$ cat src/rtl/bdq_pkg.sv
// Shared types and constants of the byte deque with search.
`timescale 1ns / 1ps

package bdq_pkg;

  localparam int OP_W        = 3;
  localparam int DATA_W      = 8;
  localparam int STATUS_W    = 2;
  localparam int POS_W       = 6;
  localparam int COUNT_W     = 7;
  localparam int IN_TDATA_W  = 16;
  localparam int OUT_TDATA_W = 24;

  typedef logic [OP_W-1:0]     op_t;
  typedef logic [STATUS_W-1:0] status_t;
  typedef logic [DATA_W-1:0]   byte_t;

  localparam op_t OP_INS_FRONT = 3'd0;
  localparam op_t OP_INS_BACK  = 3'd1;
  localparam op_t OP_DEL_FRONT = 3'd2;
  localparam op_t OP_DEL_BACK  = 3'd3;
  localparam op_t OP_TRAVERSE  = 3'd4;
  localparam op_t OP_SEARCH    = 3'd5;

  localparam status_t ST_OK        = 2'd0;
  localparam status_t ST_EMPTY     = 2'd1;
  localparam status_t ST_FULL      = 2'd2;
  localparam status_t ST_NOT_FOUND = 2'd3;

endpackage

$ cat src/rtl/byte_deque_with_search_core.sv
// Top level of the byte deque with front and back insert, delete, traverse and search.
`timescale 1ns / 1ps

// A request is taken in one cycle and executed in the next. Inserts, deletes, empty-store
// answers and unknown operation codes give one transfer. A traverse gives one transfer
// per stored byte and a search inspects one byte per entry; both read each entry
// through the single registered read port of the store and the one shared ring adder,
// check it in the check state and pass a read state between entries. Stalls on the
// result side hold the flow. The final transfer of every request carries tlast.
module byte_deque_with_search_core #(
  parameter int CAPACITY = 32
) (
  input  logic        clk,
  input  logic        rst_n,
  input  logic        in_tvalid,
  output logic        in_tready,
  input  logic [15:0] in_tdata,   // operation [2:0], data_byte [10:3], zero [15:11]
  output logic        out_tvalid,
  input  logic        out_tready,
  output logic [23:0] out_tdata,  // status [1:0], item_value [9:2], position [15:10],
                                  // entry_count [22:16], zero [23]
  output logic        out_tlast
);

  localparam int IDX_W = (CAPACITY > 2) ? $clog2(CAPACITY) : 1;
  localparam int CNT_W = $clog2(CAPACITY + 1);

  typedef enum logic [3:0] {
    S_IDLE = 4'b0001,
    S_EXEC = 4'b0010,
    S_RD   = 4'b0100,
    S_CHK  = 4'b1000
  } state_t;

  state_t               state_r, state_nxt;
  bdq_pkg::op_t         op_r, op_nxt;
  bdq_pkg::byte_t       key_r, key_nxt;
  logic [IDX_W-1:0]     head_r, head_nxt;
  logic [CNT_W-1:0]     count_r, count_nxt;
  logic [IDX_W-1:0]     idx_r, idx_nxt;

  logic                 out_valid_r, out_valid_nxt;
  bdq_pkg::status_t     out_status_r, out_status_nxt;
  bdq_pkg::byte_t       out_value_r, out_value_nxt;
  logic [bdq_pkg::POS_W-1:0]   out_pos_r, out_pos_nxt;
  logic [bdq_pkg::COUNT_W-1:0] out_count_r, out_count_nxt;
  logic                 out_last_r, out_last_nxt;

  logic                 in_acc;
  logic                 out_free;
  logic                 full;
  logic                 empty;
  logic                 at_last;
  logic [IDX_W-1:0]     ring_off;
  logic [IDX_W-1:0]     ring_addr;
  logic                 ram_we;
  bdq_pkg::byte_t       rd_data;

  assign in_tready = (state_r == S_IDLE);
  assign in_acc    = in_tvalid && in_tready;
  assign out_free  = !out_valid_r || out_tready;
  assign full      = (count_r == CNT_W'(CAPACITY));
  assign empty     = (count_r == '0);
  assign at_last   = ((CNT_W'(idx_r) + CNT_W'(1)) == count_r);

  always_comb begin
    ring_off = idx_r;
    if (state_r == S_EXEC) begin
      case (op_r)
        bdq_pkg::OP_INS_FRONT: ring_off = IDX_W'(CAPACITY - 1);
        bdq_pkg::OP_INS_BACK:  ring_off = count_r[IDX_W-1:0];
        bdq_pkg::OP_DEL_FRONT: ring_off = IDX_W'(1);
        default:               ring_off = idx_r;
      endcase
    end
  end

  bdq_ring_add #(
    .CAPACITY (CAPACITY),
    .IDX_W    (IDX_W)
  ) u_ring_add (
    .base   (head_r),
    .offset (ring_off),
    .result (ring_addr)
  );

  bdq_ram #(
    .DEPTH (CAPACITY),
    .AW    (IDX_W)
  ) u_ram (
    .clk   (clk),
    .we    (ram_we),
    .addr  (ring_addr),
    .wdata (key_r),
    .rdata (rd_data)
  );

  always_comb begin
    state_nxt      = state_r;
    op_nxt         = op_r;
    key_nxt        = key_r;
    head_nxt       = head_r;
    count_nxt      = count_r;
    idx_nxt        = idx_r;
    ram_we         = 1'b0;
    out_valid_nxt  = out_valid_r && !out_tready;
    out_status_nxt = out_status_r;
    out_value_nxt  = out_value_r;
    out_pos_nxt    = out_pos_r;
    out_count_nxt  = out_count_r;
    out_last_nxt   = out_last_r;

    case (state_r)
      S_IDLE: begin
        if (in_acc) begin
          op_nxt    = in_tdata[2:0];
          key_nxt   = in_tdata[10:3];
          idx_nxt   = '0;
          state_nxt = S_EXEC;
        end
      end
      S_EXEC: begin
        if ((op_r == bdq_pkg::OP_TRAVERSE || op_r == bdq_pkg::OP_SEARCH) && !empty) begin
          state_nxt = S_CHK;
        end else if (out_free) begin
          out_valid_nxt  = 1'b1;
          out_status_nxt = bdq_pkg::ST_OK;
          out_value_nxt  = '0;
          out_pos_nxt    = '0;
          out_last_nxt   = 1'b1;
          state_nxt      = S_IDLE;
          case (op_r)
            bdq_pkg::OP_INS_FRONT, bdq_pkg::OP_INS_BACK: begin
              if (full) begin
                out_status_nxt = bdq_pkg::ST_FULL;
              end else begin
                ram_we    = 1'b1;
                count_nxt = count_r + CNT_W'(1);
                if (op_r == bdq_pkg::OP_INS_FRONT) begin
                  head_nxt = ring_addr;
                end
              end
            end
            bdq_pkg::OP_DEL_FRONT, bdq_pkg::OP_DEL_BACK: begin
              if (empty) begin
                out_status_nxt = bdq_pkg::ST_EMPTY;
              end else begin
                count_nxt = count_r - CNT_W'(1);
                if (op_r == bdq_pkg::OP_DEL_FRONT) begin
                  head_nxt = ring_addr;
                end
              end
            end
            bdq_pkg::OP_TRAVERSE, bdq_pkg::OP_SEARCH: begin
              out_status_nxt = bdq_pkg::ST_EMPTY;
            end
            default: begin
              out_status_nxt = bdq_pkg::ST_OK;
            end
          endcase
          out_count_nxt = bdq_pkg::COUNT_W'(count_nxt);
        end
      end
      S_RD: begin
        state_nxt = S_CHK;
      end
      S_CHK: begin
        if (op_r == bdq_pkg::OP_TRAVERSE) begin
          if (out_free) begin
            out_valid_nxt  = 1'b1;
            out_status_nxt = bdq_pkg::ST_OK;
            out_value_nxt  = rd_data;
            out_pos_nxt    = bdq_pkg::POS_W'(idx_r);
            out_count_nxt  = bdq_pkg::COUNT_W'(count_r);
            out_last_nxt   = at_last;
            if (at_last) begin
              state_nxt = S_IDLE;
            end else begin
              idx_nxt   = idx_r + IDX_W'(1);
              state_nxt = S_RD;
            end
          end
        end else if (rd_data == key_r) begin
          if (out_free) begin
            out_valid_nxt  = 1'b1;
            out_status_nxt = bdq_pkg::ST_OK;
            out_value_nxt  = rd_data;
            out_pos_nxt    = bdq_pkg::POS_W'(idx_r);
            out_count_nxt  = bdq_pkg::COUNT_W'(count_r);
            out_last_nxt   = 1'b1;
            state_nxt      = S_IDLE;
          end
        end else if (at_last) begin
          if (out_free) begin
            out_valid_nxt  = 1'b1;
            out_status_nxt = bdq_pkg::ST_NOT_FOUND;
            out_value_nxt  = '0;
            out_pos_nxt    = '0;
            out_count_nxt  = bdq_pkg::COUNT_W'(count_r);
            out_last_nxt   = 1'b1;
            state_nxt      = S_IDLE;
          end
        end else begin
          idx_nxt   = idx_r + IDX_W'(1);
          state_nxt = S_RD;
        end
      end
      default: begin
        state_nxt = S_IDLE;
      end
    endcase
  end

  always_ff @(posedge clk) begin
    if (!rst_n) begin
      state_r     <= S_IDLE;
      head_r      <= '0;
      count_r     <= '0;
      out_valid_r <= 1'b0;
    end else begin
      state_r     <= state_nxt;
      head_r      <= head_nxt;
      count_r     <= count_nxt;
      out_valid_r <= out_valid_nxt;
    end
  end

  always_ff @(posedge clk) begin
    op_r         <= op_nxt;
    key_r        <= key_nxt;
    idx_r        <= idx_nxt;
    out_status_r <= out_status_nxt;
    out_value_r  <= out_value_nxt;
    out_pos_r    <= out_pos_nxt;
    out_count_r  <= out_count_nxt;
    out_last_r   <= out_last_nxt;
  end

  assign out_tvalid = out_valid_r;
  assign out_tdata  = {1'b0, out_count_r, out_pos_r, out_value_r, out_status_r};
  assign out_tlast  = out_last_r;

`ifndef NO_ASSERTIONS
  a_count_bound: assert property (@(posedge clk) disable iff (!rst_n)
    count_r <= CNT_W'(CAPACITY))
    else $error("Entry count exceeds the capacity.");

  a_head_bound: assert property (@(posedge clk) disable iff (!rst_n)
    {1'b0, head_r} < (IDX_W+1)'(CAPACITY))
    else $error("Head index lies outside the ring.");

  a_busy_after_accept: assert property (@(posedge clk) disable iff (!rst_n)
    in_acc |=> !in_tready)
    else $error("A new request was offered a transfer while one is executing.");

  a_write_not_full: assert property (@(posedge clk) disable iff (!rst_n)
    ram_we |-> !full && state_r == S_EXEC)
    else $error("The store was written while full or outside execution.");
`endif

endmodule

$ cat src/rtl/bdq_ram.sv
// Element store of the deque: one write port and one registered read port.
`timescale 1ns / 1ps

module bdq_ram #(
  parameter int DEPTH = 32,
  parameter int AW    = 5
) (
  input  logic                clk,
  input  logic                we,
  input  logic [AW-1:0]       addr,
  input  bdq_pkg::byte_t      wdata,
  output bdq_pkg::byte_t      rdata
);

  bdq_pkg::byte_t mem [DEPTH];
  bdq_pkg::byte_t rdata_r;

  always_ff @(posedge clk) begin
    if (we) begin
      mem[addr] <= wdata;
    end
  end

  always_ff @(posedge clk) begin
    rdata_r <= mem[addr];
  end

  assign rdata = rdata_r;

endmodule

$ cat src/rtl/bdq_ring_add.sv
// Shared ring index adder: base plus offset, wrapped at the capacity.
`timescale 1ns / 1ps

module bdq_ring_add #(
  parameter int CAPACITY = 32,
  parameter int IDX_W    = 5
) (
  input  logic [IDX_W-1:0] base,
  input  logic [IDX_W-1:0] offset,
  output logic [IDX_W-1:0] result
);

  logic [IDX_W:0] sum;

  always_comb begin
    sum = {1'b0, base} + {1'b0, offset};
    if (sum >= (IDX_W+1)'(CAPACITY)) begin
      sum = sum - (IDX_W+1)'(CAPACITY);
    end
    result = sum[IDX_W-1:0];
  end

endmodule
$ cat config.mk
export PLATFORM = sky130hd
export DESIGN_NAME = byte_deque_with_search_core
export DESIGN_NICKNAME = d
export VERILOG_FILES = /design/src/rtl/bdq_pkg.sv /design/src/rtl/byte_deque_with_search_core.sv /design/src/rtl/bdq_ram.sv /design/src/rtl/bdq_ring_add.sv
export SDC_FILE = /design/constraint.sdc
export NUM_CORES = 1
export LEC_CHECK = 0
export BUFFER_PORTS_ARGS = -buffer_cell sky130_fd_sc_hd__clkbuf_2
export CORE_MARGIN = 10
export CORE_UTILIZATION = 50
export CTS_CLUSTER_SIZE = 12
export DETAILED_ROUTE_END_ITERATION = 6
export HOLD_SLACK_MARGIN = 0.12
export PLACE_DENSITY_LB_ADDON = 0.12
export SYNTH_ARGS = -nofsm -noshare
export SYNTH_HDL_FRONTEND = slang
export SYNTH_SLANG_ARGS = --single-unit
$ cat constraint.sdc
create_clock -name clk -period 6 [get_ports clk]
set_input_delay 0.3 -clock clk [delete_from_list [all_inputs] [get_ports clk]]
set_output_delay 0.3 -clock clk [all_outputs]
set_load 0.005 [all_outputs]
======== Word-level counts from Yosys, hierarchy flattened ========
Memories as Yosys holds them, arrays and structs flattened. A register that Yosys moved wholly into a read port is not among the register bits.
Index checks and enable logic that the tools add are counted.
word-level totals
  memories kept ........................... 1
  input port bits ......................... 20
  logic and storage cells ................. 147
  output and inout bits ................... 27
  RAM bits ................................ 256
  flip-flop bits (word level) ............. 56
operators by class
  mux-type cells .......................... 78
  reduce and logical (&&, ||, !) cells .... 25
  $add $sub $neg .......................... 6
  magnitude comparators ................... 1
  eq/ne operators ......................... 23
  bitwise logic cells ..................... 1
memories
  name       depth  width  rd ports  clocked after Yosys merged registers in  wr ports  RTL line       source
  u_ram.mem  32     8      1         1                                        1         bdq_ram.sv:15  bdq_pkg::byte_t mem [DEPTH];
operator list
  kind                 number
  $mux 5               11
  $mux 6               8
  $mux 8               6
  $mux 7               6
  $mux 4               7
  $pmux 6 s2           2
  $pmux 5 s2           2
  $mux 1               19
  $mux 2               8
  $pmux 4 s4           1
  $pmux 8 s2           1
  $pmux 5 s3           1
  $pmux 7 s2           1
  $ne 2x2->1 const B   6
  $reduce_and 4->1     3
  $eq 8x8->1           1
  $ne 4x4->1 const B   2
  $reduce_and 8->1     1
  $add 5x1->6 const B  1
  $add 5x5->6          1
  $add 6x1->6 const B  1
  $eq 3x2->1 const B   2
  $eq 3x3->1 const B   2
  $eq 6x6->1           1
  27 further kinds     40

======== Logic depth before layout (Yosys ltp) ========
  word-level depth ........................ 9
  depth in mapped cells ................... 16

======== By module ========
From an unflattened synthesis, not the netlist that was laid out.
second synthesis, totals
  cell total of the unflattened synthesis .. 911
  area, all modules ....................... 13646.8 µm²
modules (own cells, without submodules)
  module                       times used  area an instance (µm²)  cells each
  bdq_ram                      1           10201.0                 576
  byte_deque_with_search_core  1           3286.9                  316
  bdq_ring_add                 1           158.9                   19

======== Worst setup path after synthesis ========
Ideal clock, no wire load.
  path kind ............................... register -> register
  start ................................... reg state_r[3]
  end ..................................... mem u_ram.mem[10][0] (netlist bit), enable pin
  required time ........................... 5617 ps
  cell stages (with the launch flop) ...... 14
  data arrival time ....................... 4096 ps
  path slack .............................. 1521 ps
  path buffers ............................ 4
  clock period less this slack ............ 4479 ps
  path through ............................ dfxtp_1 > buf_6 > or4b_1 > clkbuf_1 > a211o_1 > a22o_1 > ha_1 > a21o_1 > a21oi_1 > xnor2_1 > buf_1 > clkbuf_1 > nand2_1 > nor3_1
between the ends
  cells in the longest elaborated chain, start to end .. 5
  elaborated cells between the ends (all ways) .. 9
ends and longest elaborated chain
  element                                    RTL line                                                               source
  from (decl)                                byte_deque_with_search_core.sv:35                                      state_t state_r, state_nxt;
  from (signal assigned)                     byte_deque_with_search_core.sv:221                                     state_r <= state_nxt;
  $eq 4x2->1 *                               byte_deque_with_search_core.sv:68, byte_deque_with_search_core.sv:113
  $mux 5                                     byte_deque_with_search_core.sv:68                                      if (state_r == S_EXEC) begin
  $add 5x5->6                                bdq_ring_add.sv:16                                                     sum = {1'b0, base} + {1'b0, offset};
  $sub 5x1->5 or $ge 6x6->1 (tied branches)  bdq_ring_add.sv:18, bdq_ring_add.sv:17
  $mux 5                                     bdq_ring_add.sv:17                                                     if (sum >= (IDX_W+1)'(CAPACITY)) begin
  to (decl)                                  bdq_ram.sv:15
Mark *: on every way between the ends. The rest lies on a longest branch, timed or not.

======== Worst setup path after layout ========
  start ................................... reg state_r[1]
  end ..................................... reg u_ram.rdata_r[4] (netlist: u_ram.rdata[4]), read port of u_ram.mem
between the ends
  cells in the longest elaborated chain, start to end .. 5
  elaborated cells between the ends (all ways) .. 6
ends and longest elaborated chain
  element                                    RTL line                                source
  $eq 4x2->1 *                               byte_deque_with_search_core.sv:68
  $mux 5 *                                   byte_deque_with_search_core.sv:68
  $add 5x5->6 *                              bdq_ring_add.sv:16
  $sub 5x1->5 or $ge 6x6->1 (tied branches)  bdq_ring_add.sv:18, bdq_ring_add.sv:17
  $mux 5 *                                   bdq_ring_add.sv:17
  to (decl)                                  bdq_ram.sv:16                           bdq_pkg::byte_t rdata_r;
Marked as above.
A chain may end at the register's enable or synchronous reset.

==> impl_metrics.json <==
{
  "cts_sinks": 319,
  "vias_per_cell": 5.97,
  "rr_worst_depth": 10,
  "ys_warn_count": 0,
  "seqPwrFrac": 0.500,
  "antenna_found_initial": 0,
  "synthTopCellsByCount": "edfxtp_1, mux4_2, mux2i_1",
  "path_cells": "or4b_1 > nor3_1 > a22o_1 > inv_1 > fa_2 > buf_4 > mux4_2 > mux2i_1 > mux2i_1 > mux2_4",
  "dp_hpwl_um": 18400,
  "p_per_area_nw_per_um2": 330,
  "synth_area_leaders": "edfxtp_1, mux4_2, mux2i_1",
  "cpMostUsedCell": "mux2i_1",
  "post_cts_buffers": 0,
  "p_clk_frac": 0.381,
  "gp_congestion": 0.859,
  "internal_power_mw": 3.93,
  "antenna_cells": 0,
  "ys_types": 66,
  "cp-end-kind": "flop",
  "crit_type": "flop to flop",
  "status": "finished, final reports clean",
  "relSlewSlack": 0.161,
  "synth_ff_type": "edfxtp_1",
  "clock_latency_ns": 0.50,
  "core.rowCount": 60,
  "rsz0062_at_grt": "no",
  "path_max_fanout": 35,
  "drive_gt1_frac": 0.238,
  "max_cap_viol_count": 0,
  "async_flop_share": 0,
  "synthToLayoutAreaGrowth_pct": 14.2,
  "max_stage_delay_ns": 1.17,
  "clock.fmax_mhz": 214,
  "skew_ns": 0.0146,
  "ir_drop_uv": 216,
  "cts_hold_buf": 11,
  "multi_input_area_um2": 4010,
  "cpLargestDelayFamily": "adder cells",
  "clock_path_buffers": 3,
  "grtUsageTotal": 0.174,
  "dieHeight_um": 185,
  "fin_crit_ns": 4.68,
  "clk_pin_slew_worst_paths_ns": 0.06,
  "combPwrFrac": 0.119,
  "gr-usage-met2": 0.295,
  "cp_num_cells": 10,
  "use_met1": 0.230,
  "fin_crit_sh": 0.780,
  "arrival_ns": 5.06,
  "whs_ns": 0.251,
  "numCtsBuffers": 35,
  "top_usage_layer": "met2",
  "ant_nets": 0,
  "crit_slowest_cell": "fa_2",
  "critPathBufInv": 2,
  "swShare": 0.232,
  "first_pass_iters": 5,
  "drv_slew": 0,
  "hold_depth": 3,
  "wl_um": 29300,
  "synth_most_common_cell": "edfxtp_1",
  "synth-seq-cells": 319,
  "h-tree-depth": 2,
  "rrSetupSlack_ns": 1.32,
  "grtUsageMet3": 0.0290,
  "cp_data_required_time_ns": 6.39,
  "grt_pass1_wl_um": 46100,
  "fin_area_um2": 15500,
  "hold_viol": 0,
  "synth_top_area_cell": "edfxtp_1",
  "io_pins": 47,
  "netlist_instances": 819,
  "grt_overflow": 0,
  "synth-edff-count": 295,
  "drc_errors": 0,
  "vias": 7510,
  "core_area_um2": 26900,
  "dieWidth_um": 185,
  "cts-resized-gates": 0,
  "ys_seq_area_frac": 0.687,
  "crit_path_start_kind": "flop",
  "tns_ns": 0,
  "fillers": 2017,
  "dieArea_um2": 34200,
  "placed_area_um2": 14400,
  "register_area_um2": 9340,
  "total_power_mw": 5.11,
  "syn_avg_cell_area_um2": 16.6,
  "wl_per_cell_um": 23.3,
  "synth_top_area_frac": 0.652,
  "tightest_slew_ns": 1.25,
  "cts_root_buf": "clkbuf_16",
  "io_buffers": 39,
  "cts_tree": "done",
  "power.leakage_nw": 5.28,
  "drt-initial-drc-count": 518,
  "start_util": 0.505,
  "p_sw_mw": 1.19,
  "grt_start_max_net_pins": 44,
  "setup_violations": 0,
  "grt_pass1_vias": 7797,
  "nNetsFinal": 926,
  "syn-cell-area_um2": 13600,
  "hp-class": "input pin to flop"
}
-- power groups by stage --
stage	Combinational, mW	Sequential (mW)	Clock (mW)
after floorplan	0.414	2.60	0
after CTS	0.616	2.55	1.99
final	0.608	2.56	1.95
after global routing	0.660	2.56	2.09
after global placement	0.595	2.60	0
after detailed placement	0.608	2.60	0
-- worst paths after layout --
path,startpoint,end
max,state_r[1]$_SDFFE_PN0P_,u_ram.rdata[4]$_DFF_P_
min,rst_n,head_r[4]$_SDFFE_PN0P_
max reg2reg,state_r[1]$_SDFFE_PN0P_,u_ram.rdata[4]$_DFF_P_
min reg2reg,head_r[4]$_SDFFE_PN0P_,head_r[4]$_SDFFE_PN0P_
-- cells by family (layout without fill, tap and decap cells) --
kind of cell	count (synthesis)	after routing	synth area share
flip-flops	319	319	0.687
AND/OR/NAND/NOR	166	166	0.0619
multiplexers	127	127	0.154
AO/OA/AOI/OAI	105	105	0.0499
buffers and inverters	71	167	0.0217
XOR/XNOR	21	21	0.0157
adder cells (fa/ha/maj)	9	9	0.00884
other	1	2	0.000276
-- worst register-to-register path: cells and delay by family (launching register included) --
kind                       cells  cell delay (ns)
adders and majority gates      1             1.17
muxes                          4             1.10
DFF                            1             0.49
AOI/OAI and AO/OA              1             0.26
and+or+nand+nor                2             1.00
buffers and inverters          2             0.54
-- cell type report --
| type | count | share of cell area |
|---|---|---|
| sequential | 319 | 0.602 |
| multi-input combinational | 430 | 0.258 |
| clock buffer | 46 | 0.0598 |
| timing repair buffer | 98 | 0.0429 |
| tap | 341 | 0.0275 |
| clock inverter | 10 | 0.00621 |
| inverter | 13 | 0.00315 |
-- stage by stage --
stage,setup slack [ns],std cells,util
final,1.32,1257,0.577
after global routing,1.05,1257,0.577
after CTS,1.32,1257,0.577
after detailed placement,1.36,1190,0.535
after global placement,1.39,1190,0.535
after floorplan,1.52,820,-
-- registers in the layout (all words and copies together) (netlist names) --
signal,flops
out_tlast,1
u_ram.mem,256
out_status_r,2
key_r,8
op_r,3
out_count_r,6
count_r,6
out_value_r,8
out_pos_r,6
u_ram.rdata,8
out_tvalid,1
head_r,5
idx_r,5
state_r,4
-- routing by layer --
metal	vias up	share of wire
met1	3850	0.43
met3	37	0.053
met4	0	0.016
li1	3394	-
met2	229	0.50
met5	-	0
-- placed cells by master, fill, tap and decap left out, drive strengths merged, types with 3 or more instances in the layout --
| cell type | n |
|---|---|
| ha | 8 |
| and3 | 4 |
| a21o | 5 |
| dfxtp | 24 |
| or3 | 3 |
| xnor2 | 8 |
| a21oi | 26 |
| clkinv | 7 |
| buf | 48 |
| nand4 | 3 |
| o21ai | 28 |
| or4b | 3 |
| nor4 | 3 |
| a211oi | 10 |
| nor2 | 23 |
| inv | 14 |
| clkbuf | 85 |
| nor3 | 41 |
| mux2 | 9 |
| a22o | 3 |
| dlygate4sd3 | 11 |
| nor2b | 4 |
| nand2 | 49 |
| mux2i | 54 |
| mux4 | 64 |
| nand2b | 6 |
| edfxtp | 295 |
| nand3 | 9 |
| or2 | 3 |
| nor4b | 4 |
| a31oi | 6 |
| o31ai | 4 |
| xor2 | 11 |
| and2 | 5 |
Power figures use the tool's default switching activity.
